--- src/hdl/bounded_fifo_overflow_policy_core_assert.svh ---
// assertion macros for the bounded fifo core
`ifndef BOUNDED_FIFO_OVERFLOW_POLICY_CORE_ASSERT_SVH
`define BOUNDED_FIFO_OVERFLOW_POLICY_CORE_ASSERT_SVH
`define BFOP_ASSERT_ALWAYS(lbl, cond, msg) \
  lbl: assert property (@(posedge clk) disable iff (!rst_n) (cond)) else $error(msg);
`define BFOP_ASSERT_IMPLY(lbl, ante, cons, msg) \
  lbl: assert property (@(posedge clk) disable iff (!rst_n) (ante) |-> (cons)) else $error(msg);
`define BFOP_ASSERT_NEXT(lbl, ante, cons, msg) \
  lbl: assert property (@(posedge clk) disable iff (!rst_n) (ante) |=> (cons)) else $error(msg);
`endif

--- src/hdl/bfop_pkg.sv ---
// shared constants and types for the bounded fifo core
`timescale 1ns / 1ps
package bfop_pkg;

  localparam int OP_W    = 2;
  localparam int PRI_W   = 2;
  localparam int MODE_W  = 2;
  localparam int QLEN_W  = 5;
  localparam int PCT_W   = 7;
  localparam int FILL_W  = 5;
  localparam int CFG_AW  = 4;
  localparam int CFG_DW  = 32;
  localparam int REG_IDX_W = 2;

  localparam logic [OP_W-1:0] OP_PUSH = 2'd0;
  localparam logic [OP_W-1:0] OP_POP  = 2'd1;
  localparam logic [OP_W-1:0] OP_PEEK = 2'd2;

  localparam logic [MODE_W-1:0] MODE_DROP_OLDEST = 2'd0;
  localparam logic [MODE_W-1:0] MODE_DROP_NEWEST = 2'd1;
  localparam logic [MODE_W-1:0] MODE_DROP_PRIO   = 2'd2;
  localparam logic [MODE_W-1:0] MODE_HOLD        = 2'd3;

  localparam logic [REG_IDX_W-1:0] REG_QLEN = 2'd0;
  localparam logic [REG_IDX_W-1:0] REG_MODE = 2'd1;
  localparam logic [REG_IDX_W-1:0] REG_WPCT = 2'd2;

  localparam logic [QLEN_W-1:0] QLEN_RST = 5'd16;
  localparam logic [MODE_W-1:0] MODE_RST = MODE_DROP_OLDEST;
  localparam logic [PCT_W-1:0]  WPCT_RST = 7'd80;
  localparam logic [PCT_W-1:0]  PCT_SCALE = 7'd100;

  typedef enum logic [2:0] {
    S_IDLE,
    S_HEAD,
    S_SCAN,
    S_MOVE,
    S_APPEND,
    S_DONE
  } state_t;

endpackage

--- src/hdl/bfop_if.sv ---
// request and result channel interfaces
`timescale 1ns / 1ps
interface bfop_in_if #(parameter int DATA_WIDTH = 32);
  import bfop_pkg::*;
  logic                  valid;
  logic                  ready;
  logic [OP_W-1:0]       operation;
  logic [DATA_WIDTH-1:0] payload;
  logic [PRI_W-1:0]      priority_req;
  modport source (output valid, operation, payload, priority_req, input ready);
  modport sink   (input valid, operation, payload, priority_req, output ready);
endinterface

interface bfop_out_if #(parameter int DATA_WIDTH = 32);
  import bfop_pkg::*;
  logic                  valid;
  logic                  ready;
  logic                  accepted;
  logic [DATA_WIDTH-1:0] head_payload;
  logic [PRI_W-1:0]      head_priority;
  logic                  discarded;
  logic [DATA_WIDTH-1:0] discarded_payload;
  logic [PRI_W-1:0]      discarded_priority;
  logic [FILL_W-1:0]     fill_count;
  logic                  is_full;
  logic                  is_empty;
  logic                  near_capacity;
  modport source (output valid, accepted, head_payload, head_priority, discarded,
                  discarded_payload, discarded_priority, fill_count, is_full,
                  is_empty, near_capacity, input ready);
  modport sink   (input valid, accepted, head_payload, head_priority, discarded,
                  discarded_payload, discarded_priority, fill_count, is_full,
                  is_empty, near_capacity, output ready);
endinterface

--- src/hdl/bfop_ram.sv ---
// generic single-write single-read ram with registered read
`timescale 1ns / 1ps
module bfop_ram #(
  parameter int WIDTH = 34,
  parameter int DEPTH = 16
) (
  input  logic                     clk,
  input  logic                     we,
  input  logic [$clog2(DEPTH)-1:0] waddr,
  input  logic [WIDTH-1:0]         wdata,
  input  logic                     re,
  input  logic [$clog2(DEPTH)-1:0] raddr,
  output logic [WIDTH-1:0]         rdata
);

  logic [WIDTH-1:0] mem_r [DEPTH];
  logic [WIDTH-1:0] rdata_r;

  always_ff @(posedge clk) begin
    if (we) begin
      mem_r[waddr] <= wdata;
    end
    if (re) begin
      rdata_r <= mem_r[raddr];
    end
  end

  assign rdata = rdata_r;

endmodule

--- src/hdl/bounded_fifo_overflow_policy_core.sv ---
// bounded fifo with programmable length and overflow policy
// path: push with room, refused push and empty pop or peek go from S_IDLE straight
//   to S_DONE; pop, peek and drop-oldest push pass through S_HEAD first
// drop-lowest-priority push: S_SCAN reads up to min(count, SCAN_WINDOW) entries,
//   S_MOVE compacts, S_APPEND writes the item; scan and compaction share the single ram port
// one item at a time; the next beat is taken once the result is in the output register
// reset clears the head pointer, fill count, config and output valid; the ram is not cleared
`timescale 1ns / 1ps
`include "bounded_fifo_overflow_policy_core_assert.svh"
module bounded_fifo_overflow_policy_core #(
  parameter int QUEUE_DEPTH = 16,
  parameter int SCAN_WINDOW = 8,
  parameter int DATA_WIDTH  = 32
) (
  input  logic                        clk,
  input  logic                        rst_n,
  bfop_in_if.sink                     in_ch,
  bfop_out_if.source                  out_ch,
  input  logic                        psel,
  input  logic                        penable,
  input  logic                        pwrite,
  input  logic [bfop_pkg::CFG_AW-1:0] paddr,
  input  logic [bfop_pkg::CFG_DW-1:0] pwdata,
  output logic [bfop_pkg::CFG_DW-1:0] prdata,
  output logic                        pready
);

  import bfop_pkg::*;

  localparam int AW = $clog2(QUEUE_DEPTH);
  localparam int CW = $clog2(QUEUE_DEPTH + 1);
  localparam int SW = CW + 1;
  localparam int EW = (CW > QLEN_W) ? CW : QLEN_W;
  localparam int PW = CW + PCT_W;
  localparam int MW = DATA_WIDTH + PRI_W;
  localparam logic [CW-1:0] SCAN_LIM =
    CW'((SCAN_WINDOW < QUEUE_DEPTH) ? SCAN_WINDOW : QUEUE_DEPTH);

  function automatic logic [AW-1:0] slot_f(input logic [AW-1:0] base,
                                           input logic [CW-1:0] ofs);
    logic [SW-1:0] sum;
    sum = SW'(base) + SW'(ofs);
    if (sum >= SW'(QUEUE_DEPTH)) begin
      sum = sum - SW'(QUEUE_DEPTH);
    end
    return sum[AW-1:0];
  endfunction

  // config registers
  logic [QLEN_W-1:0]    qlen_r;
  logic [MODE_W-1:0]    mode_r;
  logic [PCT_W-1:0]     wpct_r;
  logic [REG_IDX_W-1:0] reg_idx;
  logic                 cfg_wr;

  // control state
  state_t        state_r, state_nxt;
  logic [AW-1:0] head_r, head_nxt;
  logic [CW-1:0] count_r, count_nxt;
  logic [CW-1:0] scan_idx_r, scan_idx_nxt;
  logic [CW-1:0] scan_pos_r, scan_pos_nxt;
  logic          scan_vld_r, scan_vld_nxt;
  logic [CW-1:0] best_r, best_nxt;
  logic [PRI_W-1:0] bestp_r, bestp_nxt;
  logic [CW-1:0] rd_r, rd_nxt;
  logic [CW-1:0] wr_r, wr_nxt;
  logic          pend_r, pend_nxt;

  // item and result under work
  logic [OP_W-1:0]       op_r, op_nxt;
  logic [DATA_WIDTH-1:0] pay_r, pay_nxt;
  logic [PRI_W-1:0]      pri_r, pri_nxt;
  logic                  acc_r, acc_nxt;
  logic [DATA_WIDTH-1:0] hp_r, hp_nxt;
  logic [PRI_W-1:0]      hpr_r, hpr_nxt;
  logic                  disc_r, disc_nxt;
  logic [DATA_WIDTH-1:0] dp_r, dp_nxt;
  logic [PRI_W-1:0]      dpr_r, dpr_nxt;

  // output register
  logic                  out_valid_r;
  logic                  o_acc_r;
  logic [DATA_WIDTH-1:0] o_hp_r;
  logic [PRI_W-1:0]      o_hpr_r;
  logic                  o_disc_r;
  logic [DATA_WIDTH-1:0] o_dp_r;
  logic [PRI_W-1:0]      o_dpr_r;
  logic [FILL_W-1:0]     o_fill_r;
  logic                  o_full_r;
  logic                  o_empty_r;
  logic                  o_near_r;

  // ram port
  logic          mem_we, mem_re;
  logic [AW-1:0] mem_waddr, mem_raddr;
  logic [MW-1:0] mem_wdata, mem_rdata;
  logic [DATA_WIDTH-1:0] rd_pay;
  logic [PRI_W-1:0]      rd_pri;

  logic [EW-1:0] qlen_ext;
  logic [CW-1:0] eff_len;
  logic [CW-1:0] scan_depth;
  logic          full_now;
  logic          near_now;
  logic          in_acc;
  logic          out_free;
  logic          load_out;
  logic          scan_done;
  logic          move_done;

  bfop_ram #(
    .WIDTH (MW),
    .DEPTH (QUEUE_DEPTH)
  ) u_store (
    .clk   (clk),
    .we    (mem_we),
    .waddr (mem_waddr),
    .wdata (mem_wdata),
    .re    (mem_re),
    .raddr (mem_raddr),
    .rdata (mem_rdata)
  );

  assign rd_pay = mem_rdata[DATA_WIDTH-1:0];
  assign rd_pri = mem_rdata[MW-1 -: PRI_W];

  // configuration port
  assign pready  = 1'b1;
  assign reg_idx = paddr[CFG_AW-1:2];
  assign cfg_wr  = psel && penable && pwrite && pready;

  always_ff @(posedge clk) begin
    if (!rst_n) begin
      qlen_r <= QLEN_RST;
      mode_r <= MODE_RST;
      wpct_r <= WPCT_RST;
    end else if (cfg_wr) begin
      unique case (reg_idx)
        REG_QLEN: qlen_r <= pwdata[QLEN_W-1:0];
        REG_MODE: mode_r <= pwdata[MODE_W-1:0];
        REG_WPCT: wpct_r <= pwdata[PCT_W-1:0];
        default: ;
      endcase
    end
  end

  always_comb begin
    unique case (reg_idx)
      REG_QLEN: prdata = CFG_DW'(qlen_r);
      REG_MODE: prdata = CFG_DW'(mode_r);
      REG_WPCT: prdata = CFG_DW'(wpct_r);
      default:  prdata = '0;
    endcase
  end

  // effective length and status
  assign qlen_ext = EW'(qlen_r);
  always_comb begin
    if (qlen_r == '0) begin
      eff_len = CW'(1);
    end else if (qlen_ext > EW'(QUEUE_DEPTH)) begin
      eff_len = CW'(QUEUE_DEPTH);
    end else begin
      eff_len = CW'(qlen_ext);
    end
  end

  assign full_now   = count_r >= eff_len;
  assign near_now   = (PW'(count_r) * PW'(PCT_SCALE)) >= (PW'(wpct_r) * PW'(eff_len));
  assign scan_depth = (count_r < SCAN_LIM) ? count_r : SCAN_LIM;
  assign scan_done  = (scan_idx_r == scan_depth) && !scan_vld_r;
  assign move_done  = (rd_r == count_r) && !pend_r;

  assign in_acc   = in_ch.valid && in_ch.ready;
  assign out_free = !out_valid_r || out_ch.ready;
  assign load_out = (state_r == S_DONE) && out_free;

  assign in_ch.ready = (state_r == S_IDLE);

  // next state
  always_comb begin
    state_nxt = state_r;
    unique case (state_r)
      S_IDLE: begin
        if (in_acc) begin
          if (in_ch.operation == OP_PUSH) begin
            if (!full_now) begin
              state_nxt = S_DONE;
            end else if (mode_r == MODE_DROP_OLDEST) begin
              state_nxt = S_HEAD;
            end else if (mode_r == MODE_DROP_PRIO) begin
              state_nxt = S_SCAN;
            end else begin
              state_nxt = S_DONE;
            end
          end else if ((in_ch.operation == OP_POP || in_ch.operation == OP_PEEK) &&
                       count_r != '0) begin
            state_nxt = S_HEAD;
          end else begin
            state_nxt = S_DONE;
          end
        end
      end
      S_HEAD: state_nxt = S_DONE;
      S_SCAN: begin
        if (scan_done) begin
          state_nxt = S_MOVE;
        end
      end
      S_MOVE: begin
        if (move_done) begin
          state_nxt = S_APPEND;
        end
      end
      S_APPEND: state_nxt = S_DONE;
      S_DONE: begin
        if (out_free) begin
          state_nxt = S_IDLE;
        end
      end
      default: state_nxt = S_IDLE;
    endcase
  end

  // datapath and ram control
  always_comb begin
    head_nxt     = head_r;
    count_nxt    = count_r;
    scan_idx_nxt = scan_idx_r;
    scan_pos_nxt = scan_pos_r;
    scan_vld_nxt = scan_vld_r;
    best_nxt     = best_r;
    bestp_nxt    = bestp_r;
    rd_nxt       = rd_r;
    wr_nxt       = wr_r;
    pend_nxt     = pend_r;
    op_nxt       = op_r;
    pay_nxt      = pay_r;
    pri_nxt      = pri_r;
    acc_nxt      = acc_r;
    hp_nxt       = hp_r;
    hpr_nxt      = hpr_r;
    disc_nxt     = disc_r;
    dp_nxt       = dp_r;
    dpr_nxt      = dpr_r;
    mem_we       = 1'b0;
    mem_waddr    = '0;
    mem_wdata    = '0;
    mem_re       = 1'b0;
    mem_raddr    = '0;
    unique case (state_r)
      S_IDLE: begin
        if (in_acc) begin
          op_nxt       = in_ch.operation;
          pay_nxt      = in_ch.payload;
          pri_nxt      = in_ch.priority_req;
          acc_nxt      = 1'b0;
          hp_nxt       = '0;
          hpr_nxt      = '0;
          disc_nxt     = 1'b0;
          dp_nxt       = '0;
          dpr_nxt      = '0;
          scan_idx_nxt = '0;
          scan_vld_nxt = 1'b0;
          best_nxt     = '0;
          bestp_nxt    = '0;
          if (in_ch.operation == OP_PUSH) begin
            if (!full_now) begin
              mem_we    = 1'b1;
              mem_waddr = slot_f(head_r, count_r);
              mem_wdata = {in_ch.priority_req, in_ch.payload};
              count_nxt = count_r + CW'(1);
              acc_nxt   = 1'b1;
            end else begin
              case (mode_r)
                MODE_DROP_OLDEST: begin
                  mem_re    = 1'b1;
                  mem_raddr = head_r;
                end
                MODE_DROP_NEWEST: begin
                  disc_nxt = 1'b1;
                  dp_nxt   = in_ch.payload;
                  dpr_nxt  = in_ch.priority_req;
                end
                default: ;
              endcase
            end
          end else if ((in_ch.operation == OP_POP || in_ch.operation == OP_PEEK) &&
                       count_r != '0) begin
            mem_re    = 1'b1;
            mem_raddr = head_r;
          end
        end
      end
      S_HEAD: begin
        acc_nxt = 1'b1;
        if (op_r == OP_PUSH) begin
          disc_nxt  = 1'b1;
          dp_nxt    = rd_pay;
          dpr_nxt   = rd_pri;
          mem_we    = 1'b1;
          mem_waddr = slot_f(head_r, count_r);
          mem_wdata = {pri_r, pay_r};
          head_nxt  = slot_f(head_r, CW'(1));
        end else begin
          hp_nxt  = rd_pay;
          hpr_nxt = rd_pri;
          if (op_r == OP_POP) begin
            head_nxt  = slot_f(head_r, CW'(1));
            count_nxt = count_r - CW'(1);
          end
        end
      end
      S_SCAN: begin
        if (scan_idx_r < scan_depth) begin
          mem_re       = 1'b1;
          mem_raddr    = slot_f(head_r, scan_idx_r);
          scan_idx_nxt = scan_idx_r + CW'(1);
          scan_pos_nxt = scan_idx_r;
          scan_vld_nxt = 1'b1;
        end else begin
          scan_vld_nxt = 1'b0;
        end
        // first entry with the greatest priority value wins
        if (scan_vld_r && (scan_pos_r == '0 || rd_pri > bestp_r)) begin
          best_nxt  = scan_pos_r;
          bestp_nxt = rd_pri;
          dp_nxt    = rd_pay;
          dpr_nxt   = rd_pri;
        end
        if (scan_done) begin
          disc_nxt = 1'b1;
          rd_nxt   = best_r + CW'(1);
          wr_nxt   = best_r;
          pend_nxt = 1'b0;
        end
      end
      S_MOVE: begin
        // shift later entries down by one, the read running ahead of the write
        if (rd_r < count_r) begin
          mem_re    = 1'b1;
          mem_raddr = slot_f(head_r, rd_r);
          rd_nxt    = rd_r + CW'(1);
          pend_nxt  = 1'b1;
        end else begin
          pend_nxt = 1'b0;
        end
        if (pend_r) begin
          mem_we    = 1'b1;
          mem_waddr = slot_f(head_r, wr_r);
          mem_wdata = mem_rdata;
          wr_nxt    = wr_r + CW'(1);
        end
      end
      S_APPEND: begin
        mem_we    = 1'b1;
        mem_waddr = slot_f(head_r, count_r - CW'(1));
        mem_wdata = {pri_r, pay_r};
        acc_nxt   = 1'b1;
      end
      S_DONE: ;
      default: ;
    endcase
  end

  always_ff @(posedge clk) begin
    if (!rst_n) begin
      state_r     <= S_IDLE;
      head_r      <= '0;
      count_r     <= '0;
      scan_vld_r  <= 1'b0;
      pend_r      <= 1'b0;
      out_valid_r <= 1'b0;
    end else begin
      state_r    <= state_nxt;
      head_r     <= head_nxt;
      count_r    <= count_nxt;
      scan_vld_r <= scan_vld_nxt;
      pend_r     <= pend_nxt;
      if (load_out) begin
        out_valid_r <= 1'b1;
      end else if (out_ch.ready) begin
        out_valid_r <= 1'b0;
      end
    end
  end

  always_ff @(posedge clk) begin
    scan_idx_r <= scan_idx_nxt;
    scan_pos_r <= scan_pos_nxt;
    best_r     <= best_nxt;
    bestp_r    <= bestp_nxt;
    rd_r       <= rd_nxt;
    wr_r       <= wr_nxt;
    op_r       <= op_nxt;
    pay_r      <= pay_nxt;
    pri_r      <= pri_nxt;
    acc_r      <= acc_nxt;
    hp_r       <= hp_nxt;
    hpr_r      <= hpr_nxt;
    disc_r     <= disc_nxt;
    dp_r       <= dp_nxt;
    dpr_r      <= dpr_nxt;
    if (load_out) begin
      o_acc_r   <= acc_r;
      o_hp_r    <= hp_r;
      o_hpr_r   <= hpr_r;
      o_disc_r  <= disc_r;
      o_dp_r    <= dp_r;
      o_dpr_r   <= dpr_r;
      o_fill_r  <= FILL_W'(count_r);
      o_full_r  <= full_now;
      o_empty_r <= (count_r == '0);
      o_near_r  <= near_now;
    end
  end

  assign out_ch.valid              = out_valid_r;
  assign out_ch.accepted           = o_acc_r;
  assign out_ch.head_payload       = o_hp_r;
  assign out_ch.head_priority      = o_hpr_r;
  assign out_ch.discarded          = o_disc_r;
  assign out_ch.discarded_payload  = o_dp_r;
  assign out_ch.discarded_priority = o_dpr_r;
  assign out_ch.fill_count         = o_fill_r;
  assign out_ch.is_full            = o_full_r;
  assign out_ch.is_empty           = o_empty_r;
  assign out_ch.near_capacity      = o_near_r;

  `BFOP_ASSERT_ALWAYS(a_count_bound, count_r <= CW'(QUEUE_DEPTH), "fill count above depth")
  `BFOP_ASSERT_IMPLY(a_move_order, state_r == S_MOVE && pend_r, wr_r < rd_r, "compaction overrun")
  `BFOP_ASSERT_NEXT(a_refuse_keeps, in_acc && in_ch.operation == OP_PUSH && full_now && (mode_r == MODE_DROP_NEWEST || mode_r == MODE_HOLD), $stable(count_r) && $stable(head_r), "refused push moved queue")
  `BFOP_ASSERT_IMPLY(a_scan_best, state_r == S_SCAN && scan_done, best_r < scan_depth, "drop position outside window")

endmodule

--- src/flat_wrapper.sv ---
// flat-port wrapper written by rule: the top's interface ports become plain ports
module bounded_fifo_overflow_policy_core_flat import bfop_pkg::*;
#(
  parameter int QUEUE_DEPTH = 16,
  parameter int SCAN_WINDOW = 8,
  parameter int DATA_WIDTH  = 32
)
  (clk, rst_n, psel, penable, pwrite, paddr, pwdata, prdata, pready, in_ch_valid, in_ch_operation, in_ch_payload, in_ch_priority_req, in_ch_ready, out_ch_valid, out_ch_accepted, out_ch_head_payload, out_ch_head_priority, out_ch_discarded, out_ch_discarded_payload, out_ch_discarded_priority, out_ch_fill_count, out_ch_is_full, out_ch_is_empty, out_ch_near_capacity, out_ch_ready);
  bfop_in_if #(.DATA_WIDTH(DATA_WIDTH)) in_ch_i ();
  bfop_out_if #(.DATA_WIDTH(DATA_WIDTH)) out_ch_i ();
  input  logic clk;
  input  logic rst_n;
  input  logic psel;
  input  logic penable;
  input  logic pwrite;
  input  logic [bfop_pkg::CFG_AW-1:0] paddr;
  input  logic [bfop_pkg::CFG_DW-1:0] pwdata;
  output logic [bfop_pkg::CFG_DW-1:0] prdata;
  output logic pready;
  input wire logic [$bits(in_ch_i.valid)-1:0] in_ch_valid;
  input wire logic [$bits(in_ch_i.operation)-1:0] in_ch_operation;
  input wire logic [$bits(in_ch_i.payload)-1:0] in_ch_payload;
  input wire logic [$bits(in_ch_i.priority_req)-1:0] in_ch_priority_req;
  output wire logic [$bits(in_ch_i.ready)-1:0] in_ch_ready;
  output wire logic [$bits(out_ch_i.valid)-1:0] out_ch_valid;
  output wire logic [$bits(out_ch_i.accepted)-1:0] out_ch_accepted;
  output wire logic [$bits(out_ch_i.head_payload)-1:0] out_ch_head_payload;
  output wire logic [$bits(out_ch_i.head_priority)-1:0] out_ch_head_priority;
  output wire logic [$bits(out_ch_i.discarded)-1:0] out_ch_discarded;
  output wire logic [$bits(out_ch_i.discarded_payload)-1:0] out_ch_discarded_payload;
  output wire logic [$bits(out_ch_i.discarded_priority)-1:0] out_ch_discarded_priority;
  output wire logic [$bits(out_ch_i.fill_count)-1:0] out_ch_fill_count;
  output wire logic [$bits(out_ch_i.is_full)-1:0] out_ch_is_full;
  output wire logic [$bits(out_ch_i.is_empty)-1:0] out_ch_is_empty;
  output wire logic [$bits(out_ch_i.near_capacity)-1:0] out_ch_near_capacity;
  input wire logic [$bits(out_ch_i.ready)-1:0] out_ch_ready;
  assign in_ch_i.valid = in_ch_valid;
  assign in_ch_i.operation = in_ch_operation;
  assign in_ch_i.payload = in_ch_payload;
  assign in_ch_i.priority_req = in_ch_priority_req;
  assign in_ch_ready = in_ch_i.ready;
  assign out_ch_valid = out_ch_i.valid;
  assign out_ch_accepted = out_ch_i.accepted;
  assign out_ch_head_payload = out_ch_i.head_payload;
  assign out_ch_head_priority = out_ch_i.head_priority;
  assign out_ch_discarded = out_ch_i.discarded;
  assign out_ch_discarded_payload = out_ch_i.discarded_payload;
  assign out_ch_discarded_priority = out_ch_i.discarded_priority;
  assign out_ch_fill_count = out_ch_i.fill_count;
  assign out_ch_is_full = out_ch_i.is_full;
  assign out_ch_is_empty = out_ch_i.is_empty;
  assign out_ch_near_capacity = out_ch_i.near_capacity;
  assign out_ch_i.ready = out_ch_ready;
  bounded_fifo_overflow_policy_core #(.QUEUE_DEPTH(QUEUE_DEPTH), .SCAN_WINDOW(SCAN_WINDOW), .DATA_WIDTH(DATA_WIDTH)) u_core (.clk(clk), .rst_n(rst_n), .in_ch(in_ch_i), .out_ch(out_ch_i), .psel(psel), .penable(penable), .pwrite(pwrite), .paddr(paddr), .pwdata(pwdata), .prdata(prdata), .pready(pready));
endmodule
--- config.mk ---
export PLATFORM = sky130hd
export DESIGN_NAME = bounded_fifo_overflow_policy_core_flat
export DESIGN_NICKNAME = d
export VERILOG_FILES = /design/src/hdl/bfop_pkg.sv /design/src/hdl/bfop_if.sv /design/src/hdl/bfop_ram.sv /design/src/hdl/bounded_fifo_overflow_policy_core.sv /design/src/flat_wrapper.sv
export VERILOG_INCLUDE_DIRS = /design/src /design/src/hdl
export SDC_FILE = /design/constraint.sdc
export NUM_CORES = 1
export LEC_CHECK = 0
export BUFFER_PORTS_ARGS = -buffer_cell sky130_fd_sc_hd__buf_2
export CORE_MARGIN = 4
export CORE_UTILIZATION = 61
export CTS_CLUSTER_DIAMETER = 200
export DETAILED_ROUTE_END_ITERATION = 10
export PLACE_DENSITY_LB_ADDON = 0.05
export SYNTH_ARGS = -nofsm -noshare
export SYNTH_HDL_FRONTEND = slang
export SYNTH_HIERARCHICAL = 1
export SYNTH_SLANG_ARGS = --single-unit
--- constraint.sdc ---
create_clock -name clk -period 14.5 [get_ports clk]
set_clock_uncertainty 0.15 [all_clocks]
set_input_delay 1.45 -clock clk [delete_from_list [all_inputs] [get_ports clk]]
set_output_delay 1.45 -clock clk [all_outputs]
set_load 0.03 [all_outputs]
==> results of run 1 <==
synth_stat cells (21+ instances only):
cell / number / area (um2)
a21oi_1: 26 / 130
a222oi_1: 34 / 340
a22o_1: 34 / 298
a22oi_1: 71 / 533
and2_1: 60 / 375
buf_2: 23 / 115
buf_4: 29 / 218
clkbuf_1: 37 / 139
dfxtp_1: 29 / 581
edfxtp_1: 788 / 23700
fa_1: 21 / 420
ha_1: 89 / 1110
inv_1: 98 / 368
mux4_2: 136 / 3060
nand2_1: 88 / 330
nor2_1: 57 / 214
xnor2_1: 22 / 193
power groups by stage:
stage | clock network [mW] | registers (mW) | logic, mW
floorplan | 0 | 2.89 | 0.326
global route | 2.16 | 2.85 | 0.555
finish | 2.01 | 2.85 | 0.505
global placement | 0 | 2.89 | 0.486
CTS | 2.05 | 2.85 | 0.505
detailed placement | 0 | 2.89 | 0.503
worst max-delay path, cell delays in order (launching register included):
cell      delay, ps
dfxtp_1         630
inv_1           290
ha_1            310
nand2_1         120
ha_1            250
nand3_1         130
a21oi_1          60
or4_4           560
inv_1           270
nand2_1         150
o221ai_4         70
buf_4           670
buf_12          700
mux4_2          600
a22oi_1         220
nand2_1         140
layout make-up:
type / count / area [um2] / share of cell area [%]
diodes: 2 / 5.00 / 0.0131
clock buffers: 104 / 2190 / 5.74
clock inverters: 46 / 380 / 0.999
inverters: 99 / 373 / 0.979
multi-input cells: 883 / 8990 / 23.6
flip-flops and latches: 817 / 24200 / 63.7
well taps: 748 / 936 / 2.46
repair buffers: 172 / 971 / 2.55
routing by layer:
| layer | GRT usage [%] | routed length, um | vias up |
|---|---|---|---|
| met5 | 0 | 13 | - |
| met4 | 5.52 | 1140 | 2 |
| met3 | 4.81 | 6580 | 94 |
| met2 | 38.3 | 34200 | 772 |
| met1 | 38.6 | 32000 | 9163 |
| li1 | - | - | 7772 |
logic make-up after synthesis:
| family | Yosys count |
|---|---|
| AO/OA/AOI/OAI | 244 |
| XOR/XNOR | 40 |
| adder cells (fa/ha/maj) | 110 |
| buffers and inverters | 210 |
| flip-flops | 817 |
| multiplexers | 158 |
| other | 2 |
| AND/OR/NAND/NOR | 305 |
registers in the layout (all words and copies together), names as in the netlist, 3 cells and up:
| name | count |
|---|---|
| u_core/pay_r | 32 |
| u_core/out_ch.discarded_payload | 32 |
| u_core/count_r | 5 |
| u_core/dp_r | 32 |
| u_core/u_store/rdata | 34 |
| u_core/wpct_r | 7 |
| u_core/state_r | 3 |
| u_core/best_r | 5 |
| u_core/out_ch.head_payload | 32 |
| u_core/hp_r | 32 |
| u_core/qlen_ext | 5 |
| u_core/out_ch.fill_count | 5 |
| u_core/head_r | 4 |
| u_core/u_store/mem_r | 544 |
| u_core/wr_r | 4 |
| u_core/rd_r | 5 |
| u_core/scan_idx_r | 5 |
| u_core/scan_pos_r | 5 |
worst max-delay path by stage:
| stage | slack, ps | startpoint | to | cells past startpoint |
|---|---|---|---|---|
| floorplan | 8200 | in_ch_valid | u_core/u_store/mem_r[0][0]$_DFFE_PP_ | 10 |
| global placement | 8390 | in_ch_valid | u_core/u_store/rdata[0]$_DFFE_PP_ | 12 |
| detailed placement | 8330 | in_ch_valid | u_core/u_store/rdata[11]$_DFFE_PP_ | 12 |
| CTS | 8700 | u_core/count_r[3]$_SDFFE_PN0P_ | u_core/u_store/rdata[0]$_DFFE_PP_ | 15 |
| global route | 8380 | u_core/count_r[3]$_SDFFE_PN0P_ | u_core/u_store/rdata[4]$_DFFE_PP_ | 15 |
| finish | 8770 | u_core/count_r[3]$_SDFFE_PN0P_ | u_core/u_store/rdata[11]$_DFFE_PP_ | 15 |
stage by stage:
stage	util (%)	cell area, um2	hold slack, ps	instances	power (mW)
finish	69.0	38100	263	2871	5.36
global route	69.0	38100	270	2870	5.57
detailed placement	64.3	35500	255	2719	3.40
global placement	64.3	35500	255	2719	3.38
floorplan	-	34100	250	1910	3.22
CTS	69.0	38100	267	2869	5.40
==> run_results.csv, run 1 <==
group,metric,value,unit
run,maxCapViolCount,0,
timing,fin_tns_setup,0,ps
clock_tree,clock_sinks,817,
worst_hold_path,worstHoldPathType,"reg -> reg",
worst_setup_path,r2r-end,"u_core/u_store/rdata[11]$_DFFE_PP_",
route,drtIter0Drc,2106,
floorplanning,fp.dieH,244,um
yosys,ys_seq_area_share,71.3,%
worst_setup_path,crit_path_end_kind,"flip-flop",
global_route,grtUsageTotal,25.1,%
yosys,syn_inst,1886,
worst_setup_path,crit_fanout,98,
final_layout,num-fill-cells,3607,
global_route,grt_max_degree,137,
final_layout,final_layout_size_suffix_gt1_share,22.6,%
clock_tree,cts.clk_slew.worst_paths,60,ps
worst_hold_path,hp-start,"u_core/dpr_r[0]$_DFFE_PP_",
yosys,synthAdderAreaFrac,4.51,%
yosys,synth_simple_gate_area_share,4.79,%
worst_setup_path,required,14700,ps
worst_setup_path,reg2reg_depth,15,
clock_tree,clockRootBuffer,"clkbuf_16",
worst_setup_path,start_kind,"flip-flop",
yosys,synth_mux_area_share,9.66,%
route,remaining_drc_errors,0,
clock_tree,cts_max_path_buffers,3,
clock_tree,cts_tree,"yes",
floorplanning,num_rows,86,
route,antenna_left,0,
worst_hold_path,hold_path_end,"u_core/out_ch.discarded_priority[0]$_DFFE_PP_",
global_route,grt_pass1_vias,17600,
yosys,ys_async_sr_fraction,0,%
global_route,gr-total-overflow,0,
power_and_ir_drop,p_sw_share,23.6,%
placed_design,place_ws,8330,ps
floorplanning,initial_core_util,61.6,%
timing,period_share,39.5,%
clock_tree,clk_latency,620,ps
placed_design,dp_hpwl,43.0,mm
worst_setup_path,critPathKind,"reg -> reg",
placed_design,port_buffers,138,
global_route,antenna_found_initial,3,
clock_tree,htreeDepth,3,
timing,worstMarginPinSlew,1190,ps
worst_setup_path,r2r_start,"u_core/count_r[3]$_SDFFE_PN0P_",
timing,fmax,0.175,GHz
timing,fin_ws,8770,ps
worst_setup_path,rrSetupSlack,8770,ps
yosys,ys_warn_count,6,
power_and_ir_drop,irDropWorstVdd,0.108,mV
timing,fin_crit,5730,ps
placed_design,gp_congestion,0.805,
floorplanning,coreArea,55200,um2
clock_tree,cts_setup_buffers,0,
floorplanning,io_pins,192,
power_and_ir_drop,p_int,4.09,mW
timing,maxSlewHeadroom,20.8,%
floorplanning,die_area,59600,um2
yosys,synth_xor_area_share,1.03,%
power_and_ir_drop,leakagePower,13.3,nW
yosys,yosysUniqueCellTypes,80,
yosys,syn_area,34000,um2
timing,slew_viol_final,0,
timing,rsz0062_at_grt,"false",
timing,setup_viol,0,
worst_hold_path,whs_path_depth,0,
clock_tree,cts_resized,0,
route,totalWireLength,73.9,mm
route,wire_per_inst,25.8,um
power_and_ir_drop,power.clock.fraction,37.5,%
yosys,ys_ff_latch,817,
power_and_ir_drop,p_sw,1.27,mW
route,vias,17800,
global_route,grt_pass1_wl,111,mm
clock_tree,numCtsBuffers,81,
final_layout,area_growth,12.0,%
power_and_ir_drop,pwr-share-seq,53.1,%
yosys,synth_compound_area_share,5.57,%
yosys,synth_top_family_by_area,"multiplexers",
final_layout,layout_commonest_cell,"edfxtp_1",
yosys,synth_edf_count,788,
yosys,synth_ff_type,"edfxtp_1",
route,vias_per_cell,6.20,
outcome,status,"completed",
power_and_ir_drop,combPwrFrac,9.4,%
route,firstDrtPassIters,8,
final_layout,final_cell_mix,"788 x edfxtp_1, 138 x buf_2, 136 x mux4_2",
final_layout,nets,2243,
yosys,syn_avg_cell_area,18.0,um2
worst_setup_path,arrival,5930,ps
timing,hold_viol,0,
floorplanning,chipWidth,244,um
clock_tree,cts_hold_buf,0,
power_and_ir_drop,p_per_area,141,nW/um2
No activity file was read; power rests on OpenSTA's default activity.
==> run 2: changes to the inputs <==
--- a/config.mk
+++ b/config.mk
@@ -8,7 +8,7 @@
 export LEC_CHECK = 0
 export BUFFER_PORTS_ARGS = -buffer_cell sky130_fd_sc_hd__buf_2
 export CORE_MARGIN = 4
-export CORE_UTILIZATION = 61
+export CORE_UTILIZATION = 55
 export CTS_CLUSTER_DIAMETER = 200
 export DETAILED_ROUTE_END_ITERATION = 10
 export PLACE_DENSITY_LB_ADDON = 0.05
==> constraint.sdc (replaced) <==
create_clock -name clk -period 5.15 [get_ports clk]
set_clock_uncertainty 0.15 [all_clocks]
set_input_delay 0.515 -clock clk [delete_from_list [all_inputs] [get_ports clk]]
set_output_delay 0.515 -clock clk [all_outputs]
set_load 0.03 [all_outputs]
==> run 2 against run 1 <==
Net effect:
- fmax increased by 18%
- non-clock buffer count grew 75
- cell count increased by 3.8%
- clock power rose to 2.9 times the previous value
- flip-flop and latch count is the same
- sequential share of layout area is 1.6 points lower
- via count increased by 1.4%
- global-route usage decreased by 1.7 points
- critical endpoint is now u_core/out_ch.near_capacity$_DFFE_PP_
==> run_results.csv, run 2 (same netlist as run 1, synthesis figures left out) <==
group,metric,value,unit
outcome,status,"completed",
worst_setup_path,crit_path_end_kind,"flip-flop",
global_route,antenna_found_initial,4,
clock_tree,clockRootBuffer,"clkbuf_16",
power_and_ir_drop,irDropWorstVdd,0.254,mV
timing,slew_viol_final,0,
timing,hold_viol,0,
worst_setup_path,start_kind,"flip-flop",
timing,fin_crit,4860,ps
timing,worstMarginPinSlew,1160,ps
power_and_ir_drop,p_sw_share,23.8,%
placed_design,gp_congestion,0.809,
placed_design,dp_cells,2786,
worst_setup_path,critPathKind,"reg -> reg",
final_layout,largest_reg_flops,544,
floorplanning,io_pins,192,
power_and_ir_drop,p_sw,3.64,mW
power_and_ir_drop,pwr-share-seq,52.3,%
placed_design,dp_hpwl,46.7,mm
floorplanning,initial_core_util,55.9,%
placed_design,port_buffers,138,
power_and_ir_drop,p_per_area,391,nW/um2
route,firstDrtPassIters,9,
floorplanning,num_rows,90,
route,vias_per_cell,6.06,
final_layout,post_layout_nonfiller_instances,2979,
floorplanning,coreArea,60800,um2
final_layout,final_layout_size_suffix_gt1_share,23.7,%
worst_setup_path,arrival,5060,ps
final_layout,post-route-cell-area,39100,um2
placed_design,dpl_cell_area,36000,um2
global_route,grtUsageMet3,3.93,%
route,wire_per_inst,25.8,um
global_route,gr-total-overflow,0,
route,totalWireLength,76.9,mm
floorplanning,fp.dieH,257,um
clock_tree,htreeDepth,3,
clock_tree,cts_tree,"yes",
clock_tree,clock_sinks,817,
floorplanning,chipWidth,257,um
clock_tree,numCtsBuffers,82,
worst_setup_path,rrSetupSlack,290,ps
power_and_ir_drop,combPwrFrac,10.1,%
timing,period_share,94.4,%
power_and_ir_drop,p_int,11.6,mW
clock_tree,cts_max_path_buffers,3,
timing,setup_viol,0,
final_layout,final_cell_mix,"788 x edfxtp_1, 138 x buf_2, 136 x mux4_2",
clock_tree,cts.clk_slew.worst_paths,60,ps
global_route,grt_max_degree,79,
worst_hold_path,worstHoldPathType,"in -> reg",
final_layout,diodes,0,
final_layout,layout_commonest_cell,"edfxtp_1",
final_layout,nets,2319,
placed_design,place_ws,110,ps
global_route,grt_util_met2,35.0,%
route,remaining_drc_errors,0,
final_layout,regMostFlops,"u_core/u_store/mem_r",
timing,rsz0062_at_grt,"false",
timing,fin_ws,288,ps
timing,fmax,0.206,GHz
global_route,top_usage_layer,"met1",
timing,fin_tns_setup,0,ps
route,drtIter0Drc,1787,
route,vias,18100,
floorplanning,die_area,65900,um2
worst_setup_path,required,5350,ps
route,antenna_left,0,
global_route,use_met1,36.7,%
global_route,grtUsageTotal,23.4,%
final_layout,area_growth,14.9,%
run,maxCapViolCount,0,
timing,maxSlewHeadroom,22.3,%
power_and_ir_drop,leakagePower,13.7,nW
power_and_ir_drop,power.clock.fraction,37.6,%
global_route,grt_pass1_wl,116,mm
clock_tree,clk_latency,620,ps
worst_setup_path,crit_fanout,10,
global_route,grt_pass1_vias,18200,
-- run 2: changes by cell type in the layout (fill, tap and decap cells not counted), sizes merged, moves of 3 or more --
cell and delta:
clkbuf -9, dlygate4sd3 +41, inv -3, buf +34, clkinv +10
-- run 2: power by group through the flow --
stage                     Clock, mW  Combinational, mW  Sequential (mW)
after floorplan                   0              0.921             8.15
after global placement            0               1.47             8.11
after detailed placement          0               1.51             8.12
after CTS                      5.89               1.55             7.98
after global routing           6.17               1.69             8.01
final                          5.75               1.54             7.98
-- run 2: final cells by class --
type	count	area, um2
inverters	99	373
fillers	4208	21700
flip-flops and latches	817	24200
repair buffers	247	1840
multi-input cells	883	9040
well taps	782	978
clock inverters	56	483
clock buffers	95	2130
-- run 2: through the flow --
step | utilization (%) | power [mW] | hold WS, ps
floorplan | - | 9.07 | 250
global route | 64.3 | 15.9 | 47.1
detailed placement | 59.3 | 9.63 | 255
finish | 64.3 | 15.3 | 49.0
global placement | 59.3 | 9.58 | 253
CTS | 64.2 | 15.4 | 9.82
-- run 2: per-layer routing --
layer | vias to the layer above | routed length, um | part of all wire, %
met5 | - | 0 | 0
met1 | 9361 | 34500 | 45
met4 | 0 | 1220 | 1.6
met2 | 682 | 35000 | 45
li1 | 7933 | - | -
met3 | 82 | 6150 | 8.0
-- run 2: worst max-delay path, cell delays in order, from the launching register on --
cell and delay, ps:
dfxtp_1 390, buf_4 190, nor2b_2 60, and2_1 160, fa_1 480, fa_1 500
inv_1 50, fa_1 480, inv_1 40, ha_1 340, and3_1 210, a311oi_2 250
o21ai_1 130, o21ai_0 120, xor2_1 220, ha_1 270, a21o_1 190, a21o_1 170
a21oi_1 120, o21ai_0 90
-- run 2: what timing repair did --
action,CTS,global route
setup endpoints to repair,0,1
hold buffers,41,0
resized for setup,0,8
hold endpoints to repair,43,0
buffers inserted,0,1
-- run 2: worst paths after layout --
check | startpoint | to | depth (start not counted)
setup / recovery | u_core/qlen_ext[4]$_SDFFE_PN1P_ | u_core/out_ch.near_capacity$_DFFE_PP_ | 19
hold / removal | pwdata[0] | u_core/wpct_r[0]$_SDFFE_PN0P_ | 3
setup reg to reg | u_core/qlen_ext[4]$_SDFFE_PN1P_ | u_core/out_ch.near_capacity$_DFFE_PP_ | 19
hold reg to reg | u_core/hp_r[1]$_SDFFCE_PN0P_ | u_core/out_ch.head_payload[1]$_DFFE_PP_ | 0
